## config.mk

```make
export PLATFORM = sky130hd
export DESIGN_NAME = write_ahead_log_tracker_flat
export DESIGN_NICKNAME = d
export VERILOG_FILES = /design/src/rtl/core/walt_pkg.sv /design/src/rtl/core/walt_if.sv /design/src/rtl/core/walt_ram.sv /design/src/rtl/core/write_ahead_log_tracker.sv /design/src/flat_wrapper.sv
export SDC_FILE = /design/constraint.sdc
export NUM_CORES = 1
export LEC_CHECK = 0
export BUFFER_PORTS_ARGS = -buffer_cell sky130_fd_sc_hd__buf_4
export CAP_MARGIN = 20
export CORE_ASPECT_RATIO = 1.25
export CORE_MARGIN = 5
export CORE_UTILIZATION = 60
export DETAILED_ROUTE_END_ITERATION = 8
export GPL_TIMING_DRIVEN = 1
export HOLD_SLACK_MARGIN = 0.08
export PLACE_DENSITY = 0.87
export SLEW_MARGIN = 20
export SYNTH_ARGS = -nofsm -noshare
export SYNTH_HDL_FRONTEND = slang
export SYNTH_HIERARCHICAL = 1
export SYNTH_SLANG_ARGS = --single-unit
```

## constraint.sdc

```tcl
create_clock -name clk_i -period 14.9 [get_ports clk_i]
set_input_delay 1.49 -clock clk_i [delete_from_list [all_inputs] [get_ports clk_i]]
set_output_delay 1.49 -clock clk_i [all_outputs]
set_load 0.01 [all_outputs]
```

## src/rtl/core/walt_pkg.sv

```systemverilog
// Shared types, codes and constants of the write-ahead log tracker.
`timescale 1ns / 1ps

package walt_pkg;

  localparam int LOG_ENTRIES_DEF   = 30;
  localparam int MAX_OP_BLOCKS_DEF = 10;

  // Counts, header count and slot index are 5 bits wide on the ports.
  localparam int CNT_W      = 5;
  localparam int BLK_W      = 32;
  localparam int CMD_W      = 2;
  localparam int STATUS_W   = 3;
  localparam int KIND_W     = 2;
  localparam int CFG_ADDR_W = 8;
  localparam int CFG_DATA_W = 32;
  localparam int LOG_BLK_W  = 16;

  localparam logic [CFG_ADDR_W-1:0] CFG_LOG_START  = CFG_ADDR_W'(0);
  localparam logic [CFG_ADDR_W-1:0] CFG_LOG_BLOCKS = CFG_ADDR_W'(1);

  localparam logic [BLK_W-1:0]     LOG_START_RST  = BLK_W'(2);
  localparam logic [LOG_BLK_W-1:0] LOG_BLOCKS_RST = LOG_BLK_W'(30);

  typedef enum logic [CMD_W-1:0] {
    CMD_BEGIN  = 2'd0,
    CMD_END    = 2'd1,
    CMD_RECORD = 2'd2
  } cmd_e;

  typedef enum logic [STATUS_W-1:0] {
    STAT_OK       = 3'd0,
    STAT_WAIT     = 3'd1,
    STAT_TOO_BIG  = 3'd2,
    STAT_OUTSIDE  = 3'd3,
    STAT_NO_BEGIN = 3'd4
  } status_e;

  typedef enum logic [KIND_W-1:0] {
    KIND_NONE   = 2'd0,
    KIND_COPY   = 2'd1,
    KIND_HEADER = 2'd2
  } op_kind_e;

  typedef enum logic [2:0] {
    S_IDLE,
    S_SEARCH,
    S_COPY_LOG,
    S_HDR,
    S_COPY_HOME,
    S_CLEAR
  } state_e;

  typedef struct packed {
    logic [STATUS_W-1:0] status;
    logic [KIND_W-1:0]   op_kind;
    logic [BLK_W-1:0]    src_block;
    logic [BLK_W-1:0]    dst_block;
    logic [CNT_W-1:0]    header_count;
    logic [CNT_W-1:0]    entry_index;
    logic                last;
  } res_t;

endpackage

```

## src/rtl/core/walt_if.sv

```systemverilog
// Channel interfaces: command beats, result beats and register writes.
`timescale 1ns / 1ps

interface walt_cmd_if;
  logic                         valid;
  logic                         ready;
  logic [walt_pkg::CMD_W-1:0]   cmd;
  logic [walt_pkg::BLK_W-1:0]   block_no;

  modport source (output valid, output cmd, output block_no, input ready);
  modport sink   (input valid, input cmd, input block_no, output ready);
endinterface

interface walt_res_if;
  logic                          valid;
  logic                          ready;
  logic [walt_pkg::STATUS_W-1:0] status;
  logic [walt_pkg::KIND_W-1:0]   op_kind;
  logic [walt_pkg::BLK_W-1:0]    src_block;
  logic [walt_pkg::BLK_W-1:0]    dst_block;
  logic [walt_pkg::CNT_W-1:0]    header_count;
  logic [walt_pkg::CNT_W-1:0]    entry_index;
  logic                          last;

  modport source (output valid, output status, output op_kind, output src_block,
                  output dst_block, output header_count, output entry_index,
                  output last, input ready);
  modport sink   (input valid, input status, input op_kind, input src_block,
                  input dst_block, input header_count, input entry_index,
                  input last, output ready);
endinterface

interface walt_cfg_if;
  logic                            valid;
  logic                            ready;
  logic [walt_pkg::CFG_ADDR_W-1:0] addr;
  logic [walt_pkg::CFG_DATA_W-1:0] data;

  modport source (output valid, output addr, output data, input ready);
  modport sink   (input valid, input addr, input data, output ready);
endinterface

```

## src/rtl/core/walt_ram.sv

```systemverilog
// Entry table: one write port, one read port, registered read data.
`timescale 1ns / 1ps

module walt_ram #(
  parameter int DEPTH = walt_pkg::LOG_ENTRIES_DEF,
  parameter int AW    = $clog2(DEPTH)
) (
  input  logic                       clk_i,
  input  logic                       we_i,
  input  logic [AW-1:0]              waddr_i,
  input  logic [walt_pkg::BLK_W-1:0] wdata_i,
  input  logic                       re_i,
  input  logic [AW-1:0]              raddr_i,
  output logic [walt_pkg::BLK_W-1:0] rdata_o
);

  logic [walt_pkg::BLK_W-1:0] mem [DEPTH];
  logic [walt_pkg::BLK_W-1:0] rdata_q;

  always_ff @(posedge clk_i) begin
    if (we_i) begin
      mem[waddr_i] <= wdata_i;
    end
  end

  // read data holds until the next read
  always_ff @(posedge clk_i) begin
    if (re_i) begin
      rdata_q <= mem[raddr_i];
    end
  end

  assign rdata_o = rdata_q;

endmodule

```

## src/rtl/core/write_ahead_log_tracker.sv

```systemverilog
// Top level of the group-commit redo log tracker.
//
//   channel  dir  beat                               ready
//   in_ch    in   cmd, block_no                      idle and result slot free
//   out_ch   out  status .. last, one per result     from downstream
//   cfg_ch   in   addr, data                         always high
//
// Begin, end without commit and unknown commands: one result beat each.
// Record: after the accept, one table compare per cycle over the logged entries
// (none when the table is empty), cut short by a hit.
// A committing end emits 2*entry_count+2 beats at one per cycle after its accept
// cycle, paced by the single table read port; output stalls just hold the walk.
// Reset clears counts, state and flags; the table and payload are not cleared.
`timescale 1ns / 1ps

module write_ahead_log_tracker #(
  parameter int LOG_ENTRIES   = walt_pkg::LOG_ENTRIES_DEF,
  parameter int MAX_OP_BLOCKS = walt_pkg::MAX_OP_BLOCKS_DEF
) (
  input  logic      clk_i,
  input  logic      rst_ni,
  walt_cmd_if.sink   in_ch,
  walt_res_if.source out_ch,
  walt_cfg_if.sink   cfg_ch
);

  localparam int AW     = $clog2(LOG_ENTRIES);
  localparam int CW     = walt_pkg::CNT_W;
  localparam int NEED_W = CW + 2 + $clog2(MAX_OP_BLOCKS + 1);

  walt_pkg::state_e state_q, state_d;
  logic [CW-1:0]    cnt_q, cnt_d;
  logic [CW-1:0]    outs_q, outs_d;
  logic [CW-1:0]    idx_q, idx_d;
  logic             cmp_vld_q, cmp_vld_d;
  logic [walt_pkg::BLK_W-1:0] blk_q, blk_d;
  logic [walt_pkg::BLK_W-1:0] log_start_q;
  logic [walt_pkg::LOG_BLK_W-1:0] log_blocks_q;
  walt_pkg::res_t   res_q, res_d;
  logic             res_vld_q, res_vld_d;

  logic             out_free;
  logic             in_acc;
  logic             emit;
  logic [NEED_W-1:0] need;
  logic             full;
  logic             hit;
  logic             more;
  logic [walt_pkg::BLK_W-1:0] slot_blk;

  logic             ram_we;
  logic             ram_re;
  logic [CW-1:0]    ram_raddr;
  logic [walt_pkg::BLK_W-1:0] ram_rdata;

  walt_ram #(
    .DEPTH(LOG_ENTRIES),
    .AW   (AW)
  ) u_ram (
    .clk_i  (clk_i),
    .we_i   (ram_we),
    .waddr_i(cnt_q[AW-1:0]),
    .wdata_i(blk_q),
    .re_i   (ram_re),
    .raddr_i(ram_raddr[AW-1:0]),
    .rdata_o(ram_rdata)
  );

  assign out_free     = !res_vld_q || out_ch.ready;
  assign in_ch.ready  = (state_q == walt_pkg::S_IDLE) && out_free;
  assign in_acc       = in_ch.valid && in_ch.ready;
  assign cfg_ch.ready = 1'b1;

  assign need = NEED_W'(cnt_q)
              + (NEED_W'(outs_q) + NEED_W'(1)) * NEED_W'(MAX_OP_BLOCKS);
  assign full = (cnt_q >= CW'(LOG_ENTRIES))
             || ((17'(cnt_q) + 17'd1) >= 17'(log_blocks_q));
  assign hit  = cmp_vld_q && (ram_rdata == blk_q);
  assign more = (6'(idx_q) + 6'd1) < 6'(cnt_q);
  assign slot_blk = log_start_q + walt_pkg::BLK_W'(idx_q) + walt_pkg::BLK_W'(1);

  always_comb begin
    state_d   = state_q;
    cnt_d     = cnt_q;
    outs_d    = outs_q;
    idx_d     = idx_q;
    cmp_vld_d = cmp_vld_q;
    blk_d     = blk_q;
    ram_we    = 1'b0;
    ram_re    = 1'b0;
    ram_raddr = '0;
    emit      = 1'b0;
    res_d     = '0;
    res_d.status  = walt_pkg::STAT_OK;
    res_d.op_kind = walt_pkg::KIND_NONE;

    case (state_q)
      walt_pkg::S_IDLE: begin
        if (in_acc) begin
          case (in_ch.cmd)
            walt_pkg::CMD_BEGIN: begin
              emit       = 1'b1;
              res_d.last = 1'b1;
              if (need > NEED_W'(LOG_ENTRIES)) begin
                res_d.status = walt_pkg::STAT_WAIT;
              end else begin
                outs_d = outs_q + CW'(1);
              end
            end
            walt_pkg::CMD_RECORD: begin
              if (full) begin
                emit         = 1'b1;
                res_d.last   = 1'b1;
                res_d.status = walt_pkg::STAT_TOO_BIG;
              end else if (outs_q == '0) begin
                emit         = 1'b1;
                res_d.last   = 1'b1;
                res_d.status = walt_pkg::STAT_OUTSIDE;
              end else begin
                blk_d   = in_ch.block_no;
                state_d = walt_pkg::S_SEARCH;
                if (cnt_q != '0) begin
                  ram_re    = 1'b1;
                  idx_d     = CW'(1);
                  cmp_vld_d = 1'b1;
                end else begin
                  idx_d     = '0;
                  cmp_vld_d = 1'b0;
                end
              end
            end
            walt_pkg::CMD_END: begin
              if (outs_q == '0) begin
                emit         = 1'b1;
                res_d.last   = 1'b1;
                res_d.status = walt_pkg::STAT_NO_BEGIN;
              end else begin
                outs_d = outs_q - CW'(1);
                if (outs_q != CW'(1) || cnt_q == '0) begin
                  emit       = 1'b1;
                  res_d.last = 1'b1;
                end else begin
                  // last op closed with entries logged: start the commit
                  ram_re  = 1'b1;
                  idx_d   = '0;
                  state_d = walt_pkg::S_COPY_LOG;
                end
              end
            end
            default: begin
              emit       = 1'b1;
              res_d.last = 1'b1;
            end
          endcase
        end
      end

      walt_pkg::S_SEARCH: begin
        // idx_q is the next slot to read; the compared slot is idx_q-1
        if (hit) begin
          if (out_free) begin
            emit              = 1'b1;
            res_d.last        = 1'b1;
            res_d.entry_index = idx_q - CW'(1);
            state_d           = walt_pkg::S_IDLE;
          end
        end else if (idx_q == cnt_q) begin
          if (out_free) begin
            ram_we            = 1'b1;
            emit              = 1'b1;
            res_d.last        = 1'b1;
            res_d.entry_index = cnt_q;
            cnt_d             = cnt_q + CW'(1);
            state_d           = walt_pkg::S_IDLE;
          end
        end else begin
          ram_re    = 1'b1;
          ram_raddr = idx_q;
          idx_d     = idx_q + CW'(1);
          cmp_vld_d = 1'b1;
        end
      end

      walt_pkg::S_COPY_LOG: begin
        if (out_free) begin
          emit            = 1'b1;
          res_d.op_kind   = walt_pkg::KIND_COPY;
          res_d.src_block = ram_rdata;
          res_d.dst_block = slot_blk;
          if (more) begin
            ram_re    = 1'b1;
            ram_raddr = idx_q + CW'(1);
            idx_d     = idx_q + CW'(1);
          end else begin
            state_d = walt_pkg::S_HDR;
          end
        end
      end

      walt_pkg::S_HDR: begin
        if (out_free) begin
          emit               = 1'b1;
          res_d.op_kind      = walt_pkg::KIND_HEADER;
          res_d.dst_block    = log_start_q;
          res_d.header_count = cnt_q;
          ram_re             = 1'b1;
          idx_d              = '0;
          state_d            = walt_pkg::S_COPY_HOME;
        end
      end

      walt_pkg::S_COPY_HOME: begin
        if (out_free) begin
          emit            = 1'b1;
          res_d.op_kind   = walt_pkg::KIND_COPY;
          res_d.src_block = slot_blk;
          res_d.dst_block = ram_rdata;
          if (more) begin
            ram_re    = 1'b1;
            ram_raddr = idx_q + CW'(1);
            idx_d     = idx_q + CW'(1);
          end else begin
            state_d = walt_pkg::S_CLEAR;
          end
        end
      end

      walt_pkg::S_CLEAR: begin
        if (out_free) begin
          emit            = 1'b1;
          res_d.op_kind   = walt_pkg::KIND_HEADER;
          res_d.dst_block = log_start_q;
          res_d.last      = 1'b1;
          cnt_d           = '0;
          state_d         = walt_pkg::S_IDLE;
        end
      end

      default: begin
        state_d = walt_pkg::S_IDLE;
      end
    endcase

    if (!emit) begin
      res_d = res_q;
    end
    res_vld_d = emit ? 1'b1 : (out_ch.ready ? 1'b0 : res_vld_q);
  end

  always_ff @(posedge clk_i or negedge rst_ni) begin
    if (!rst_ni) begin
      state_q      <= walt_pkg::S_IDLE;
      cnt_q        <= '0;
      outs_q       <= '0;
      idx_q        <= '0;
      cmp_vld_q    <= 1'b0;
      res_vld_q    <= 1'b0;
      log_start_q  <= walt_pkg::LOG_START_RST;
      log_blocks_q <= walt_pkg::LOG_BLOCKS_RST;
    end else begin
      state_q   <= state_d;
      cnt_q     <= cnt_d;
      outs_q    <= outs_d;
      idx_q     <= idx_d;
      cmp_vld_q <= cmp_vld_d;
      res_vld_q <= res_vld_d;
      if (cfg_ch.valid && cfg_ch.ready) begin
        case (cfg_ch.addr)
          walt_pkg::CFG_LOG_START:  log_start_q  <= cfg_ch.data;
          walt_pkg::CFG_LOG_BLOCKS: log_blocks_q <= cfg_ch.data[walt_pkg::LOG_BLK_W-1:0];
          default: ;
        endcase
      end
    end
  end

  // payload registers
  always_ff @(posedge clk_i) begin
    blk_q <= blk_d;
    res_q <= res_d;
  end

  assign out_ch.valid        = res_vld_q;
  assign out_ch.status       = res_q.status;
  assign out_ch.op_kind      = res_q.op_kind;
  assign out_ch.src_block    = res_q.src_block;
  assign out_ch.dst_block    = res_q.dst_block;
  assign out_ch.header_count = res_q.header_count;
  assign out_ch.entry_index  = res_q.entry_index;
  assign out_ch.last         = res_q.last;

endmodule
```

## src/flat_wrapper.sv

```systemverilog
// flat-port wrapper written by rule: the top's interface ports become plain ports
module write_ahead_log_tracker_flat 
#(
  parameter int LOG_ENTRIES   = walt_pkg::LOG_ENTRIES_DEF,
  parameter int MAX_OP_BLOCKS = walt_pkg::MAX_OP_BLOCKS_DEF
)
  (clk_i, rst_ni, in_ch_valid, in_ch_cmd, in_ch_block_no, in_ch_ready, out_ch_valid, out_ch_status, out_ch_op_kind, out_ch_src_block, out_ch_dst_block, out_ch_header_count, out_ch_entry_index, out_ch_last, out_ch_ready, cfg_ch_valid, cfg_ch_addr, cfg_ch_data, cfg_ch_ready);
  walt_cmd_if in_ch_i ();
  walt_res_if out_ch_i ();
  walt_cfg_if cfg_ch_i ();
  input  logic clk_i;
  input  logic rst_ni;
  input wire logic [$bits(in_ch_i.valid)-1:0] in_ch_valid;
  input wire logic [$bits(in_ch_i.cmd)-1:0] in_ch_cmd;
  input wire logic [$bits(in_ch_i.block_no)-1:0] in_ch_block_no;
  output wire logic [$bits(in_ch_i.ready)-1:0] in_ch_ready;
  output wire logic [$bits(out_ch_i.valid)-1:0] out_ch_valid;
  output wire logic [$bits(out_ch_i.status)-1:0] out_ch_status;
  output wire logic [$bits(out_ch_i.op_kind)-1:0] out_ch_op_kind;
  output wire logic [$bits(out_ch_i.src_block)-1:0] out_ch_src_block;
  output wire logic [$bits(out_ch_i.dst_block)-1:0] out_ch_dst_block;
  output wire logic [$bits(out_ch_i.header_count)-1:0] out_ch_header_count;
  output wire logic [$bits(out_ch_i.entry_index)-1:0] out_ch_entry_index;
  output wire logic [$bits(out_ch_i.last)-1:0] out_ch_last;
  input wire logic [$bits(out_ch_i.ready)-1:0] out_ch_ready;
  input wire logic [$bits(cfg_ch_i.valid)-1:0] cfg_ch_valid;
  input wire logic [$bits(cfg_ch_i.addr)-1:0] cfg_ch_addr;
  input wire logic [$bits(cfg_ch_i.data)-1:0] cfg_ch_data;
  output wire logic [$bits(cfg_ch_i.ready)-1:0] cfg_ch_ready;
  assign in_ch_i.valid = in_ch_valid;
  assign in_ch_i.cmd = in_ch_cmd;
  assign in_ch_i.block_no = in_ch_block_no;
  assign in_ch_ready = in_ch_i.ready;
  assign out_ch_valid = out_ch_i.valid;
  assign out_ch_status = out_ch_i.status;
  assign out_ch_op_kind = out_ch_i.op_kind;
  assign out_ch_src_block = out_ch_i.src_block;
  assign out_ch_dst_block = out_ch_i.dst_block;
  assign out_ch_header_count = out_ch_i.header_count;
  assign out_ch_entry_index = out_ch_i.entry_index;
  assign out_ch_last = out_ch_i.last;
  assign out_ch_i.ready = out_ch_ready;
  assign cfg_ch_i.valid = cfg_ch_valid;
  assign cfg_ch_i.addr = cfg_ch_addr;
  assign cfg_ch_i.data = cfg_ch_data;
  assign cfg_ch_ready = cfg_ch_i.ready;
  write_ahead_log_tracker #(.LOG_ENTRIES(LOG_ENTRIES), .MAX_OP_BLOCKS(MAX_OP_BLOCKS)) u_core (.clk_i(clk_i), .rst_ni(rst_ni), .in_ch(in_ch_i), .out_ch(out_ch_i), .cfg_ch(cfg_ch_i));
endmodule
```

==> results_dict.tcl <==
set metrics [dict create \
    fmax_mhz 141.5 \
    drive_above_1_share_pct 21.89 \
    worst-slew-pin-transition_ns 1.161 \
    yosys_warnings 6 \
    pwr-share-clk_pct 27.2 \
    fillCellCount 4675 \
    num_rows 116 \
    period_needed_ns 7.066 \
    gp_congestion 0.9065 \
    cts_setup_buffers 0 \
    critPathCaptureType "flop" \
    synthTopCellsByArea "edfxtp_1 (69%), mux4_2 (6.5%), dfrtp_1 (3.3%), mux2i_1 (3.3%), mux2_2 (1.9%)" \
    via_count 28860 \
    drc_errors 0 \
    hold_slack_ns 0.5112 \
    yosysTopAreaCellShare_pct 68.94 \
    status "complete, no violations" \
    path_max_fanout 108 \
    finish.net_count 3103 \
    ctsResizeCount 0 \
    via_per_inst 6.993 \
    tns_ns 0 \
    clock_sinks 1172 \
    final-hold-violation-count 0 \
    start_kind "flop" \
    drt-initial-drc-count 4346 \
    dpl.cell_count 3939 \
    clk_transition_reported_paths_ns 0.06 \
    syn_inst 2787 \
    die-area_mm2 0.08595 \
    ir_drop_uv 282.8 \
    synth-edff-count 1104 \
    p_switching_mw 3.248 \
    syn_area_mm2 0.04809 \
    min_path_type "reg -> reg" \
    die_x_um 263.2 \
    yosys_register_bits 1172 \
    final_max_slew_viol_count 0 \
    crit_type "reg -> reg" \
    pwr-share-comb_pct 30.0 \
    setup_viol_count_final 0 \
    grt_pass1_wl_mm 197.9 \
    intPower_mw 6.715 \
    required_ns 15.29 \
    io_buffers 160 \
    p_seq_share_pct 42.7 \
    wire_per_inst_um 33.06 \
    n_antenna_cell 0 \
    overflow 0 \
    dpl_cell_area_mm2 0.05069 \
    cellLeakagePower_nw 17.56 \
    wl_mm 136.4 \
    max_cap_viol_count 0 \
    area.sequential_mm2 0.03486 \
    grt_max_degree 109 \
    cts-root-buf "clkbuf_16" \
    dieHeight_um 326.5 \
    htreeDepth 3 \
    crit_arrival_ns 7.46 \
    ys_types 85 \
    syn_nets 2907 \
    first_pass_iters 6 \
    clk_latency_ns 0.68 \
    groute.usage.overall_pct 31.20 \
    instances_no_fill 4127 \
    ant_nets 0 \
    cts_tree "built" \
    synthArstFlopShare_pct 5.802 \
    swShare_pct 32.60 \
    numCtsBuffers 103 \
    syn_to_final_growth_pct 12.49 \
    dpl.hpwl_mm 72.78 \
    rsz0062_at_grt "false" \
    seq_area_frac_synth_pct 72.49 \
    syn_area_per_cell_um2 17.25 \
    worst_slew_margin_rel_pct 21.77 \
    start_util_pct 60.24 \
    yosys.area.top_type "edfxtp_1" \
    antenna_found_initial 0 \
    io_pins 162 \
    fin_worst_skew_ns 0.03642 \
    multi_input_area_mm2 0.01259 \
    core_area_mm2 0.07983 \
    fin_area_mm2 0.05410 \
    period_share_pct 47.43 \
    power_density_mw_per_mm2 184.2 \
    grt_pass1_vias 29260 \
    synthFlopType "edfxtp_1" \
    hold_buffers 0 \
    clock_path_buffers 3 \
]
==> state kept, by name (all words and copies together), names as in the netlist <==
| signal | count |
|---|---|
| u_core/cnt_q | 5 |
| u_core/log_blocks_q | 16 |
| u_core/out_ch.header_count | 5 |
| u_core/out_ch.entry_index | 5 |
| u_core/cmp_vld_q | 1 |
| u_core/blk_q | 32 |
| u_core/u_ram/rdata_o | 32 |
| u_core/out_ch.op_kind | 2 |
| u_core/out_ch.dst_block | 32 |
| u_core/state_q | 3 |
| u_core/out_ch.status | 3 |
| u_core/log_start_q | 32 |
| u_core/u_ram/mem | 960 |
| u_core/idx_q | 5 |
| u_core/out_ch.src_block | 32 |
| u_core/out_ch.valid | 1 |
| u_core/out_ch.last | 1 |
| u_core/outs_q | 5 |
==> cells by family (layout without fill, tap and decap cells) <==
| logic type | after synthesis | count (layout) | share of synthesized area [%] |
|---|---|---|---|
| DFF | 1172 | 1172 | 72.49 |
| xor gates and xnor gates | 84 | 84 | 1.559 |
| other | 1 | 1 | 0.007798 |
| AOI/OAI and AO/OA | 405 | 405 | 5.651 |
| adders and majority gates | 41 | 41 | 1.114 |
| buffers and inverters | 186 | 464 | 1.998 |
| muxes | 378 | 378 | 11.70 |
| and+or+nand+nor | 520 | 520 | 5.482 |
==> area by class of cell <==
| cell class | count | area share (%) |
|---|---|---|
| Inverter | 44 | 0.3053 |
| Tap cell | 1062 | 2.456 |
| Clock buffer | 123 | 4.943 |
| Clock inverter | 64 | 1.309 |
| Multi-Input combinational cell | 1429 | 23.27 |
| Sequential cell | 1172 | 64.44 |
| Timing Repair Buffer | 233 | 3.280 |
==> power by group through the flow <==
| stage | clock (mW) | sequential [mW] | combinational, mW |
|---|---|---|---|
| 2_1_floorplan | 0 | 4.27 | 2.03 |
| 4_1_cts | 2.73 | 4.24 | 2.95 |
| 3_5_place_dp | 0 | 4.30 | 2.85 |
| 6_report | 2.71 | 4.26 | 2.99 |
| 3_3_place_gp | 0 | 4.28 | 2.75 |
| 5_1_grt | 2.88 | 4.27 | 3.16 |
==> critical path, stage by stage (launching register included) <==
cell and delay, ns:
dfrtp_1 0.58, ha_1 0.31, nand3_1 0.11, xor2_1 0.29, inv_1 0.08, ha_1 0.32
o2111a_1 0.18, a2111oi_2 0.54, nand2_1 0.45, o21ai_4 0.29, buf_12 0.52, buf_4 0.85
buf_4 0.91, mux4_2 0.62, mux2_2 0.28, nand2_1 0.08, nand3_1 0.11
==> routing by layer <==
metal | vias up | track usage, % | routed length (µm)
met4 | 0 | 18.84 | 10870
met2 | 2533 | 51.70 | 66090
met3 | 643 | 7.239 | 16900
met5 | - | 0 | 0
met1 | 14220 | 37.63 | 42590
li1 | 11470 | - | -
==> cell usage after synthesis, types with 13 or more instances <==
master	number
o22ai_1	60
buf_6	20
a211oi_1	26
mux2i_1	157
clkbuf_1	62
buf_2	35
nor4_1	23
a21o_1	13
nand2_1	153
a22oi_1	50
ha_1	38
nor2b_1	42
inv_1	43
edfxtp_1	1104
nor2_1	83
xnor2_1	62
nand2b_1	16
a21oi_1	70
nand3_1	68
mux2_2	82
nand4_1	35
xor2_1	21
o21ai_0	83
buf_4	18
nor3_1	20
or2_0	13
mux4_2	139
dfrtp_1	63
==> worst paths after layout <==
path / startpoint / to / slack, ns / depth (start not counted)
worst max register to register: u_core/idx_q[0]$_DFFE_PN0P_ / u_core/u_ram/rdata_o[19]$_DFFE_PP_ / 7.83 / 16
worst max-delay path: u_core/idx_q[0]$_DFFE_PN0P_ / u_core/u_ram/rdata_o[19]$_DFFE_PP_ / 7.83 / 16
max in group asynchronous: rst_ni / u_core/log_start_q[24]$_DFFE_PN0P_ / 13.34 / 1
min in group asynchronous: rst_ni / u_core/cnt_q[4]$_DFFE_PN0P_ / 0.97 / 1
worst min register to register: u_core/log_blocks_q[9]$_DFFE_PN0P_ / u_core/log_blocks_q[9]$_DFFE_PN0P_ / 0.51 / 1
worst min-delay path: u_core/log_blocks_q[9]$_DFFE_PN0P_ / u_core/log_blocks_q[9]$_DFFE_PN0P_ / 0.51 / 1
==> through the flow <==
stage          setup WS [ns]  utilization (%)  power, mW
2_1_floorplan          6.708                -      6.307
3_3_place_gp           7.984            63.50      7.027
3_5_place_dp           8.057            63.50      7.154
4_1_cts                7.903            67.74      9.916
5_1_grt                7.333            67.77      10.31
6_report               7.834            67.77      9.963
==> cells in the final DEF (no fill, tap or decap), drive strengths merged, types with 24 or more instances in the layout <==
| cell type | netlist | routed |
|---|---|---|
| edfxtp | 1104 | 1104 |
| buf | 79 | 233 |
| mux2i | 157 | 157 |
| nand2 | 154 | 154 |
| mux4 | 139 | 139 |
| clkbuf | 63 | 123 |
| o21ai | 84 | 84 |
| nor2 | 83 | 83 |
| mux2 | 82 | 82 |
| a21oi | 70 | 70 |
| nand3 | 69 | 69 |
| dfrtp | 63 | 63 |
| xnor2 | 62 | 62 |
| o22ai | 60 | 60 |
| a22oi | 50 | 50 |
| inv | 43 | 48 |
| nor2b | 42 | 42 |
| clkinv | 1 | 40 |
| ha | 38 | 38 |
| nand4 | 36 | 36 |
| a211oi | 27 | 27 |
| nor4 | 24 | 24 |
Power figures use the tool's default switching activity.
